`src/sv/abg_pkg.sv`:
```
`timescale 1ns / 1ps
// ---------------------------------------------------------------------------
// Alpha-beta-gamma tracker package
// Shared widths, filter constants, state machine encodings and the
// operation descriptor handed to the shared multiply-divide unit.
// ---------------------------------------------------------------------------
package abg_pkg;

	localparam int ANGLE_IN_W     = 32;
	localparam int ELAPSED_W      = 16;
	localparam int VALUE_WIDTH_DEF = 32;

	// Internal arithmetic is signed 64 bits, saturated to +-(2^62 - 1).
	localparam int WIDE   = 64;
	localparam int MAG_W  = 62;
	localparam int HALF_W = MAG_W / 2;
	localparam int MUL_W  = 32;
	localparam int PROD_W = MAG_W + MUL_W;
	localparam int CNT_W  = $clog2(MAG_W);

	localparam int ALPHA_SHIFT = 24;
	localparam int GAMMA_SHIFT = 16;

	localparam logic [MUL_W-1:0] ALPHA_Q24 = MUL_W'(2780070);
	localparam logic [MUL_W-1:0] GAMMA_Q16 = MUL_W'(13320764);
	localparam logic [MUL_W-1:0] BETA_MS   = MUL_W'(15);
	localparam logic [MUL_W-1:0] MS_PER_S  = MUL_W'(1000);
	localparam logic [MUL_W-1:0] HALF_MS2  = MUL_W'(2000000);

	typedef logic signed [WIDE-1:0] wide_t;

	localparam wide_t INNER_LIM = wide_t'({{(WIDE-MAG_W){1'b0}}, {MAG_W{1'b1}}});

	typedef enum logic {
		KIND_DIVIDE,
		KIND_SHIFT
	} md_kind_t;

	typedef struct packed {
		wide_t            x;
		logic [MUL_W-1:0] m;
		logic [MUL_W-1:0] d;
		md_kind_t         kind;
		logic             post_shr;
	} md_op_t;

	typedef enum logic [2:0] {
		MD_IDLE,
		MD_MUL_LO,
		MD_MUL_HI,
		MD_SETUP,
		MD_DIV,
		MD_FIX
	} md_state_t;

	typedef enum logic [2:0] {
		ST_IDLE,
		ST_ISSUE,
		ST_WAIT,
		ST_RESID,
		ST_WRITE
	} abg_state_t;

	typedef enum logic [2:0] {
		STEP_VEL_PRED,
		STEP_ACC_POS,
		STEP_ACC_VEL,
		STEP_ALPHA,
		STEP_BETA,
		STEP_GAMMA
	} abg_step_t;

	function automatic wide_t clamp_inner(wide_t x);
		if (x > INNER_LIM) begin
			return INNER_LIM;
		end
		if (x < -INNER_LIM) begin
			return -INNER_LIM;
		end
		return x;
	endfunction

endpackage

```
`src/sv/abg_if.sv`:
```
`timescale 1ns / 1ps
// ---------------------------------------------------------------------------
// Alpha-beta-gamma tracker channels
// Valid/ready channels for measurement beats in and estimate beats out.
// ---------------------------------------------------------------------------
interface abg_sample_if;
	import abg_pkg::*;

	logic                         valid;
	logic                         ready;
	logic signed [ANGLE_IN_W-1:0] measured_angle;
	logic        [ELAPSED_W-1:0]  elapsed_ms;

	modport source (output valid, output measured_angle, output elapsed_ms, input ready);
	modport sink (input valid, input measured_angle, input elapsed_ms, output ready);
endinterface

interface abg_result_if #(
	parameter int VALUE_WIDTH = abg_pkg::VALUE_WIDTH_DEF
);
	logic                          valid;
	logic                          ready;
	logic signed [VALUE_WIDTH-1:0] angle_estimate;
	logic signed [VALUE_WIDTH-1:0] rate_estimate;
	logic signed [VALUE_WIDTH-1:0] accel_estimate;
	logic                          was_first;
	logic                          clipped;
	logic                          zero_interval;

	modport source (
		output valid, output angle_estimate, output rate_estimate, output accel_estimate,
		output was_first, output clipped, output zero_interval, input ready
	);
	modport sink (
		input valid, input angle_estimate, input rate_estimate, input accel_estimate,
		input was_first, input clipped, input zero_interval, output ready
	);
endinterface

```
`src/sv/abg_muldiv.sv`:
```
`timescale 1ns / 1ps
// ---------------------------------------------------------------------------
// Shared multiply-divide unit
// Computes sign(x) * min(floor(|x| * m / d), 2^62 - 1) with a two-pass
// 31x32 multiplier and a restoring divider that retires one bit per cycle.
// A shift operation replaces the divide by a power of two.
// ---------------------------------------------------------------------------
module abg_muldiv (
	input  logic           clk,
	input  logic           arst_n,
	input  logic           start,
	input  abg_pkg::md_op_t op,
	output logic           done,
	output abg_pkg::wide_t result
);
	import abg_pkg::*;

	md_state_t state_q, state_d;

	logic                  neg_q;
	logic [MAG_W-1:0]      mag_q;
	logic [MUL_W-1:0]      m_q;
	logic [MUL_W-1:0]      d_q;
	md_kind_t              kind_q;
	logic                  post_q;
	logic [PROD_W-1:0]     prod_q;
	logic [MUL_W-1:0]      rem_q;
	logic [MAG_W-1:0]      sh_q;
	logic [CNT_W-1:0]      cnt_q;

	wide_t                  cx;
	wide_t                  cx_abs;
	logic [HALF_W-1:0]      mul_a;
	logic [HALF_W+MUL_W-1:0] mul_p;
	logic [MUL_W:0]         trial;
	logic [MUL_W:0]         diff;
	logic                   ge;
	logic                   over;
	logic [MAG_W-1:0]       mag_out;
	wide_t                  mag_w;

	assign cx     = clamp_inner(op.x);
	assign cx_abs = cx[WIDE-1] ? -cx : cx;

	assign mul_a = (state_q == MD_MUL_HI) ? mag_q[MAG_W-1:HALF_W] : mag_q[HALF_W-1:0];
	assign mul_p = (HALF_W + MUL_W)'(mul_a) * (HALF_W + MUL_W)'(m_q);

	assign trial = {rem_q, sh_q[MAG_W-1]};
	assign diff  = trial - {1'b0, d_q};
	assign ge    = trial >= {1'b0, d_q};
	assign over  = prod_q[PROD_W-1:MAG_W] >= d_q;

	assign mag_out = post_q ? (sh_q >> GAMMA_SHIFT) : sh_q;
	assign mag_w   = wide_t'(mag_out);
	assign result  = neg_q ? -mag_w : mag_w;
	assign done    = (state_q == MD_FIX);

	always_ff @(posedge clk or negedge arst_n) begin
		if (!arst_n) begin
			state_q <= MD_IDLE;
		end else begin
			state_q <= state_d;
		end
	end

	always_comb begin
		state_d = state_q;
		case (state_q)
			MD_IDLE: begin
				if (start) begin
					state_d = MD_MUL_LO;
				end
			end
			MD_MUL_LO: state_d = MD_MUL_HI;
			MD_MUL_HI: state_d = MD_SETUP;
			MD_SETUP: begin
				if (kind_q == KIND_SHIFT || over) begin
					state_d = MD_FIX;
				end else begin
					state_d = MD_DIV;
				end
			end
			MD_DIV: begin
				if (cnt_q == CNT_W'(MAG_W - 1)) begin
					state_d = MD_FIX;
				end
			end
			MD_FIX: state_d = MD_IDLE;
			default: state_d = MD_IDLE;
		endcase
	end

	always_ff @(posedge clk) begin
		case (state_q)
			MD_IDLE: begin
				if (start) begin
					neg_q  <= cx[WIDE-1];
					mag_q  <= cx_abs[MAG_W-1:0];
					m_q    <= op.m;
					d_q    <= op.d;
					kind_q <= op.kind;
					post_q <= op.post_shr;
				end
			end
			MD_MUL_LO: begin
				prod_q <= PROD_W'(mul_p);
			end
			MD_MUL_HI: begin
				prod_q <= prod_q + (PROD_W'(mul_p) << HALF_W);
			end
			MD_SETUP: begin
				if (kind_q == KIND_SHIFT) begin
					if (|prod_q[PROD_W-1:MAG_W+ALPHA_SHIFT]) begin
						sh_q <= '1;
					end else begin
						sh_q <= prod_q[MAG_W+ALPHA_SHIFT-1:ALPHA_SHIFT];
					end
				end else if (over) begin
					sh_q <= '1;
				end else begin
					rem_q <= prod_q[PROD_W-1:MAG_W];
					sh_q  <= prod_q[MAG_W-1:0];
					cnt_q <= '0;
				end
			end
			MD_DIV: begin
				rem_q <= ge ? diff[MUL_W-1:0] : trial[MUL_W-1:0];
				sh_q  <= {sh_q[MAG_W-2:0], ge};
				cnt_q <= cnt_q + CNT_W'(1);
			end
			default: begin
			end
		endcase
	end

endmodule

```
`src/sv/alpha_beta_gamma_tracker.sv`:
```
`timescale 1ns / 1ps
// A first beat or a zero interval goes straight to the write state after acceptance.
// Any other beat runs five divides, one shift, a residual step and a write step, all
// through the one multiply-divide unit, whose divider retires one quotient bit per cycle;
// a saturated quotient skips the divide loop.
// A new beat is not taken until the last result has been loaded into the output register.
// Reset clears the filter state to zero and marks the filter as not yet initialized.
// ---------------------------------------------------------------------------
// Alpha-beta-gamma tracker
// Tracks one joint angle: predicts with constant acceleration and corrects
// position, rate and acceleration from the residual, saturating the results.
// ---------------------------------------------------------------------------
module alpha_beta_gamma_tracker #(
	parameter int VALUE_WIDTH = abg_pkg::VALUE_WIDTH_DEF
) (
	input  logic                clk,
	input  logic                arst_n,
	abg_sample_if.sink          sample,
	abg_result_if.source        result
);
	import abg_pkg::*;

	localparam wide_t VALUE_MAX =
		wide_t'({{(WIDE-VALUE_WIDTH+1){1'b0}}, {(VALUE_WIDTH-1){1'b1}}});
	localparam wide_t VALUE_MIN = -VALUE_MAX - wide_t'(1);

	abg_state_t state_q, state_d;
	abg_step_t  step_q, step_d;

	logic                          primed_q;
	logic signed [VALUE_WIDTH-1:0] angle_state_q;
	logic signed [VALUE_WIDTH-1:0] rate_state_q;
	logic signed [VALUE_WIDTH-1:0] accel_state_q;
	logic                          out_valid_q;

	logic signed [ANGLE_IN_W-1:0]  meas_q;
	logic [ELAPSED_W-1:0]          e_q;
	logic [2*ELAPSED_W-1:0]        e2_q;
	wide_t                         pp_q;
	wide_t                         pv_q;
	wide_t                         chg_q;
	logic                          first_q;
	logic                          clip_q;
	logic                          held_q;
	logic signed [VALUE_WIDTH-1:0] out_angle_q;
	logic signed [VALUE_WIDTH-1:0] out_rate_q;
	logic signed [VALUE_WIDTH-1:0] out_accel_q;
	logic                          out_first_q;
	logic                          out_clip_q;
	logic                          out_held_q;

	logic                          accept;
	logic                          out_load;
	logic                          md_start;
	logic                          md_done;
	md_op_t                        md_op;
	wide_t                         md_result;
	wide_t                         add_a;
	wide_t                         add_b;
	wide_t                         add_sat;
	logic signed [VALUE_WIDTH-1:0] add_val;
	logic                          add_hit;
	wide_t                         meas_in_w;
	logic signed [VALUE_WIDTH-1:0] meas_val;
	logic                          meas_hit;
	wide_t                         angle_w;
	wide_t                         rate_w;
	wide_t                         accel_w;

	assign angle_w = wide_t'(angle_state_q);
	assign rate_w  = wide_t'(rate_state_q);
	assign accel_w = wide_t'(accel_state_q);

	assign sample.ready = (state_q == ST_IDLE);
	assign accept       = sample.valid && sample.ready;
	assign out_load     = (state_q == ST_WRITE) && (!out_valid_q || result.ready);

	assign result.valid          = out_valid_q;
	assign result.angle_estimate = out_angle_q;
	assign result.rate_estimate  = out_rate_q;
	assign result.accel_estimate = out_accel_q;
	assign result.was_first      = out_first_q;
	assign result.clipped        = out_clip_q;
	assign result.zero_interval  = out_held_q;

	// The first measurement is loaded directly, saturated to the value range.
	assign meas_in_w = wide_t'(sample.measured_angle);
	assign meas_hit  = (meas_in_w > VALUE_MAX) || (meas_in_w < VALUE_MIN);
	assign meas_val  = (meas_in_w > VALUE_MAX) ? VALUE_MAX[VALUE_WIDTH-1:0] :
		(meas_in_w < VALUE_MIN) ? VALUE_MIN[VALUE_WIDTH-1:0] : meas_in_w[VALUE_WIDTH-1:0];

	abg_muldiv u_muldiv (
		.clk    (clk),
		.arst_n (arst_n),
		.start  (md_start),
		.op     (md_op),
		.done   (md_done),
		.result (md_result)
	);

	always_comb begin
		md_op.x        = chg_q;
		md_op.m        = MUL_W'(e_q);
		md_op.d        = MS_PER_S;
		md_op.kind     = KIND_DIVIDE;
		md_op.post_shr = 1'b0;
		case (step_q)
			STEP_VEL_PRED: begin
				md_op.x = rate_w;
			end
			STEP_ACC_POS: begin
				md_op.x = accel_w;
				md_op.m = MUL_W'(e2_q);
				md_op.d = HALF_MS2;
			end
			STEP_ACC_VEL: begin
				md_op.x = accel_w;
			end
			STEP_ALPHA: begin
				md_op.m    = ALPHA_Q24;
				md_op.kind = KIND_SHIFT;
			end
			STEP_BETA: begin
				md_op.m = BETA_MS;
				md_op.d = MUL_W'(e_q);
			end
			STEP_GAMMA: begin
				md_op.m        = GAMMA_Q16;
				md_op.d        = MUL_W'(e2_q);
				md_op.post_shr = 1'b1;
			end
			default: begin
			end
		endcase
	end

	// One saturating adder serves every prediction, residual and correction sum.
	always_comb begin
		add_b = md_result;
		case (step_q)
			STEP_VEL_PRED: add_a = angle_w;
			STEP_ACC_POS:  add_a = pp_q;
			STEP_ACC_VEL:  add_a = rate_w;
			STEP_ALPHA:    add_a = pp_q;
			STEP_BETA:     add_a = pv_q;
			STEP_GAMMA:    add_a = accel_w;
			default:       add_a = pp_q;
		endcase
		if (state_q == ST_RESID) begin
			add_a = wide_t'(meas_q);
			add_b = -pp_q;
		end
		add_sat = clamp_inner(add_a + add_b);
		add_hit = (add_sat > VALUE_MAX) || (add_sat < VALUE_MIN);
		add_val = (add_sat > VALUE_MAX) ? VALUE_MAX[VALUE_WIDTH-1:0] :
			(add_sat < VALUE_MIN) ? VALUE_MIN[VALUE_WIDTH-1:0] : add_sat[VALUE_WIDTH-1:0];
	end

	always_ff @(posedge clk or negedge arst_n) begin
		if (!arst_n) begin
			state_q <= ST_IDLE;
			step_q  <= STEP_VEL_PRED;
		end else begin
			state_q <= state_d;
			step_q  <= step_d;
		end
	end

	always_comb begin
		state_d  = state_q;
		step_d   = step_q;
		md_start = 1'b0;
		case (state_q)
			ST_IDLE: begin
				if (accept) begin
					if (!primed_q || sample.elapsed_ms == '0) begin
						state_d = ST_WRITE;
					end else begin
						state_d = ST_ISSUE;
						step_d  = STEP_VEL_PRED;
					end
				end
			end
			ST_ISSUE: begin
				md_start = 1'b1;
				state_d  = ST_WAIT;
			end
			ST_WAIT: begin
				if (md_done) begin
					case (step_q)
						STEP_VEL_PRED: begin
							state_d = ST_ISSUE;
							step_d  = STEP_ACC_POS;
						end
						STEP_ACC_POS: begin
							state_d = ST_ISSUE;
							step_d  = STEP_ACC_VEL;
						end
						STEP_ACC_VEL: state_d = ST_RESID;
						STEP_ALPHA: begin
							state_d = ST_ISSUE;
							step_d  = STEP_BETA;
						end
						STEP_BETA: begin
							state_d = ST_ISSUE;
							step_d  = STEP_GAMMA;
						end
						STEP_GAMMA: state_d = ST_WRITE;
						default: state_d = ST_IDLE;
					endcase
				end
			end
			ST_RESID: begin
				state_d = ST_ISSUE;
				step_d  = STEP_ALPHA;
			end
			ST_WRITE: begin
				if (out_load) begin
					state_d = ST_IDLE;
				end
			end
			default: state_d = ST_IDLE;
		endcase
	end

	always_ff @(posedge clk or negedge arst_n) begin
		if (!arst_n) begin
			primed_q      <= 1'b0;
			angle_state_q <= '0;
			rate_state_q  <= '0;
			accel_state_q <= '0;
			out_valid_q   <= 1'b0;
		end else begin
			if (accept && !primed_q) begin
				primed_q      <= 1'b1;
				angle_state_q <= meas_val;
				rate_state_q  <= '0;
				accel_state_q <= '0;
			end
			if (state_q == ST_WAIT && md_done) begin
				case (step_q)
					STEP_ALPHA: angle_state_q <= add_val;
					STEP_BETA:  rate_state_q  <= add_val;
					STEP_GAMMA: accel_state_q <= add_val;
					default: begin
					end
				endcase
			end
			if (out_load) begin
				out_valid_q <= 1'b1;
			end else if (result.ready) begin
				out_valid_q <= 1'b0;
			end
		end
	end

	always_ff @(posedge clk) begin
		if (accept) begin
			meas_q  <= sample.measured_angle;
			e_q     <= sample.elapsed_ms;
			e2_q    <= (2*ELAPSED_W)'(sample.elapsed_ms) * (2*ELAPSED_W)'(sample.elapsed_ms);
			first_q <= !primed_q;
			held_q  <= primed_q && (sample.elapsed_ms == '0);
			clip_q  <= !primed_q && meas_hit;
		end
		if (state_q == ST_WAIT && md_done) begin
			case (step_q)
				STEP_VEL_PRED: pp_q <= add_sat;
				STEP_ACC_POS:  pp_q <= add_sat;
				STEP_ACC_VEL:  pv_q <= add_sat;
				default: begin
					if (add_hit) begin
						clip_q <= 1'b1;
					end
				end
			endcase
		end
		if (state_q == ST_RESID) begin
			chg_q <= add_sat;
		end
		if (out_load) begin
			out_angle_q <= angle_state_q;
			out_rate_q  <= rate_state_q;
			out_accel_q <= accel_state_q;
			out_first_q <= first_q;
			out_clip_q  <= clip_q;
			out_held_q  <= held_q;
		end
	end

endmodule

```
`src/flat_wrapper.sv`:
```
// flat-port wrapper written by rule: the top's interface ports become plain ports
module alpha_beta_gamma_tracker_flat import abg_pkg::*;
#(
	parameter int VALUE_WIDTH = abg_pkg::VALUE_WIDTH_DEF
)
  (clk, arst_n, sample_valid, sample_measured_angle, sample_elapsed_ms, sample_ready, result_valid, result_angle_estimate, result_rate_estimate, result_accel_estimate, result_was_first, result_clipped, result_zero_interval, result_ready);
  abg_sample_if sample_i ();
  abg_result_if #(.VALUE_WIDTH(VALUE_WIDTH)) result_i ();
  input  logic clk;
  input  logic arst_n;
  input wire logic [$bits(sample_i.valid)-1:0] sample_valid;
  input wire logic [$bits(sample_i.measured_angle)-1:0] sample_measured_angle;
  input wire logic [$bits(sample_i.elapsed_ms)-1:0] sample_elapsed_ms;
  output wire logic [$bits(sample_i.ready)-1:0] sample_ready;
  output wire logic [$bits(result_i.valid)-1:0] result_valid;
  output wire logic [$bits(result_i.angle_estimate)-1:0] result_angle_estimate;
  output wire logic [$bits(result_i.rate_estimate)-1:0] result_rate_estimate;
  output wire logic [$bits(result_i.accel_estimate)-1:0] result_accel_estimate;
  output wire logic [$bits(result_i.was_first)-1:0] result_was_first;
  output wire logic [$bits(result_i.clipped)-1:0] result_clipped;
  output wire logic [$bits(result_i.zero_interval)-1:0] result_zero_interval;
  input wire logic [$bits(result_i.ready)-1:0] result_ready;
  assign sample_i.valid = sample_valid;
  assign sample_i.measured_angle = sample_measured_angle;
  assign sample_i.elapsed_ms = sample_elapsed_ms;
  assign sample_ready = sample_i.ready;
  assign result_valid = result_i.valid;
  assign result_angle_estimate = result_i.angle_estimate;
  assign result_rate_estimate = result_i.rate_estimate;
  assign result_accel_estimate = result_i.accel_estimate;
  assign result_was_first = result_i.was_first;
  assign result_clipped = result_i.clipped;
  assign result_zero_interval = result_i.zero_interval;
  assign result_i.ready = result_ready;
  alpha_beta_gamma_tracker #(.VALUE_WIDTH(VALUE_WIDTH)) u_core (.clk(clk), .arst_n(arst_n), .sample(sample_i), .result(result_i));
endmodule
```
`config.mk`:
```
export PLATFORM = sky130hd
export DESIGN_NAME = alpha_beta_gamma_tracker_flat
export DESIGN_NICKNAME = d
export VERILOG_FILES = /design/src/sv/abg_pkg.sv /design/src/sv/abg_if.sv /design/src/sv/abg_muldiv.sv /design/src/sv/alpha_beta_gamma_tracker.sv /design/src/flat_wrapper.sv
export SDC_FILE = /design/constraint.sdc
export NUM_CORES = 2
export LEC_CHECK = 0
export BUFFER_PORTS_ARGS = -buffer_cell sky130_fd_sc_hd__buf_2
export CELL_PAD_IN_SITES_DETAIL_PLACEMENT = 0
export CELL_PAD_IN_SITES_GLOBAL_PLACEMENT = 2
export CORE_AREA = 2 2 387 581
export CTS_CLUSTER_SIZE = 12
export DETAILED_ROUTE_END_ITERATION = 6
export DIE_AREA = 0 0 389 583
export GPL_TIMING_DRIVEN = 0
export PLACE_DENSITY = 0.88
export RECOVER_POWER = 25
export REMOVE_ABC_BUFFERS = 1
export SKIP_LAST_GASP = 1
export SLEW_MARGIN = 0
export SYNTH_ARGS = -nofsm -noshare
export SYNTH_HDL_FRONTEND = slang
export SYNTH_SLANG_ARGS = --single-unit
```
`constraint.sdc`:
```
create_clock -name clk -period 18.1 [get_ports clk]
set_input_delay 2.715 -clock clk [delete_from_list [all_inputs] [get_ports clk]]
set_output_delay 2.715 -clock clk [all_outputs]
set_load 0.02 [all_outputs]
```
==> flow_summary.json <==
{
  "antenna_found_initial": 6,
  "ys_seq_area_share_pct": 26.7,
  "rsz0062_at_grt": "no",
  "design_area_mm2": 0.0957,
  "drt_wl_total_um": 288000,
  "chipHeight_um": 583,
  "ioPinCount": 153,
  "synthCells": 9561,
  "setup-violations-final": 0,
  "min_from": "u_core.held_q",
  "clkTransAtPathRegs_ns": 0.06,
  "min_path_cells": 0,
  "wl_met1_um": 111000,
  "dp_hpwl_um": 229000,
  "htreeDepth": 3,
  "synth-async-reset-ratio_pct": 13.3,
  "grt_usage_pct": 25.5,
  "met2_length_um": 150000,
  "ctsResizeCount": 0,
  "start_util_pct": 39.8,
  "r2r_start": "u_core.state_q[1]",
  "cp_slowest_cell": "clkinvlp_2",
  "min_path_type": "reg2reg",
  "timing.rr.end": "u_core.rate_state_q[30]",
  "synth_edf_count": 694,
  "cpPeakStageDelay_ns": 2.55,
  "syn_area_mm2": 0.0882,
  "crit_top_cell": "buf_12",
  "drtAntennaViolNets": 0,
  "synth_top_area_share_pct": 23.6,
  "yosys_warnings": 0,
  "crit_path_end_kind": "register",
  "numPortBuffers": 152,
  "dr.max_layer_used": "met5",
  "num_rows": 212,
  "yosysMostFrequentCell": "nand2_1",
  "fp.dieW_um": 389,
  "slew_violations": 590,
  "post-cts-setup-buffers": 0,
  "clock_latency_ns": 0.69,
  "path_class": "reg2reg",
  "clockBufferDepth": 3,
  "layout.nets": 11000,
  "r2r_cells": 31,
  "synth-main-ff-cell": "edfxtp_1",
  "nFillCells": 21600,
  "wl_per_cell_um": 23.3,
  "syn_to_final_growth_pct": 8.43,
  "cts_buffers": 83,
  "path_max_fanout": 137,
  "ys_types": 92,
  "start_kind": "register",
  "cts_root_buffer": "clkbuf_16",
  "cts_sinks": 802,
  "violations": "capacitance limit, slew limit",
  "hold_viol_final": 0,
  "overflow": 0,
  "drtPass1Iterations": 6,
  "fin_skew_ns": 0.0438,
  "required_ns": 18.68,
  "min_period_ns": 14.45,
  "fmax_mhz": 69.2,
  "worstMarginPinSlew_ns": 5.23,
  "slew_headroom_pct": -249,
  "drive_above_1_share_pct": 5.37,
  "drt_iter0_drc": 4905,
  "utilization_pct": 43.2,
  "dpl_cell_area_mm2": 0.0930,
  "status": "finished with violations",
  "grt_pass1_wl_um": 444000,
  "syn_avg_cell_area_um2": 9.23,
  "min_to": "u_core.result.zero_interval",
  "grt_pass1_vias": 72800,
  "cts_tree": "yes",
  "r2r_slack_ns": 3.65,
  "drc_errors": 0,
  "num_vias": 69600,
  "hold_buffers": 0,
  "core-area_mm2": 0.222,
  "dieArea_mm2": 0.227,
  "netlist_top_cells_count": "nand2_1 (1401), inv_1 (1241), fa_1 (1033)",
  "routabilityCongestion": 0.955,
  "yosysTopAreaCell": "edfxtp_1",
  "synth.area.top_cells": "edfxtp_1 (24%), fa_1 (23%), ha_1 (7.8%), nand2_1 (6.0%), inv_1 (5.3%)",
  "vias_per_cell": 5.64,
  "max_cap_violations": 14,
  "grt_start_max_net_pins": 138,
  "synth_seq_cells": 802,
  "wl_met3_um": 12900,
  "final.period_utilization_pct": 79.8,
  "cp.arrival_ns": 15.02
}
[worst max-delay path by stage]
stage	to	cells past startpoint	from	slack [ns]
after floorplan	u_core.u_muldiv.d_q[0]	2	u_core.u_muldiv.state_q[0]	3.30
after global routing	u_core.rate_state_q[29]	31	u_core.state_q[1]	2.88
after CTS	u_core.u_muldiv.prod_q[91]	45	u_core.u_muldiv.state_q[2]	4.56
after detailed placement	u_core.u_muldiv.prod_q[91]	45	u_core.u_muldiv.state_q[2]	4.62
final	u_core.rate_state_q[30]	31	u_core.state_q[1]	3.65
after global placement	u_core.rate_state_q[1]	26	u_core.step_q[2]	-7.76
[layout by cell type, fill, tap and decap left out, types with 56 or more instances in the layout]
cell type and instances:
inv_1 1240, and2_1 520, or3_1 61, edfxtp_1 694, o21ai_1 88, a21o_1 147
nor2_1 429, xor2_1 117, nor3_1 140, o22ai_1 75, clkbuf_1 87, and3_1 56
fa_1 1033, buf_2 114, dfrtp_1 107, nor4_1 56, a21oi_1 484, mux2i_1 103
nand4_1 80, o21ai_0 523, xnor2_1 230, nand3_1 87, ha_1 546, nand2_1 1377
nor2b_1 60, clkbuf_16 83
[per-layer routing]
layer	track usage (%)	vias up
li1	-	31500
met1	30.5	35400
met2	46.5	2098
met3	2.14	602
met4	10.9	2
met5	0	-
[logic make-up (layout without fill, tap and decap cells)]
group	count (synthesis)	after routing	share of synthesized area (%)
AOI/OAI and AO/OA	1841	1841	12.9
xor gates and xnor gates	347	347	3.44
adders and majority gates	1581	1581	31.2
buffers and inverters	1770	1665	7.60
DFF	802	802	26.7
muxes	139	139	1.63
other	0	3	0
and+or+nand+nor	3081	3081	16.5
[worst max-delay path: cells and delay by family (launching register included)]
family	cells	cell delay (ns)
DFF	1	0.46
and+or+nand+nor	12	4.22
adders and majority gates	2	1.08
buffers and inverters	7	4.97
AOI/OAI and AO/OA	10	3.33
[stage by stage]
step | TNS (ns) | hold WS, ns | std cells | worst slack (ns)
after floorplan | 0 | 0.400 | 9037 | 3.30
after global placement | -1863.94 | 0.444 | 12100 | -7.76
after detailed placement | 0 | 0.405 | 12200 | 4.62
after CTS | 0 | 0.452 | 12300 | 4.56
after global routing | 0 | 0.452 | 12300 | 2.88
final | 0 | 0.449 | 12300 | 3.65
[layout make-up]
class / instances / area (um2) / area share, %
diodes: 3 / 7.51 / 0.00785
well taps: 2889 / 3610 / 3.78
inverters: 1246 / 4680 / 4.89
clock inverters: 24 / 394 / 0.412
clock buffers: 119 / 2230 / 2.33
multi-input cells: 6989 / 58200 / 60.8
repair buffers: 276 / 3010 / 3.15
flip-flops and latches: 802 / 23500 / 24.6
[sequential cells by signal (all words and copies together) (netlist names), 62 cells and up]
register,count
u_core.u_muldiv.prod_q,94
u_core.chg_q,64
u_core.pp_q,64
u_core.pv_q,64
u_core.u_muldiv.mag_q,62
u_core.u_muldiv.sh_q,62
Power is not shown: default switching activity piles up to over one toggle a cycle in this logic, so the estimate is an artifact.
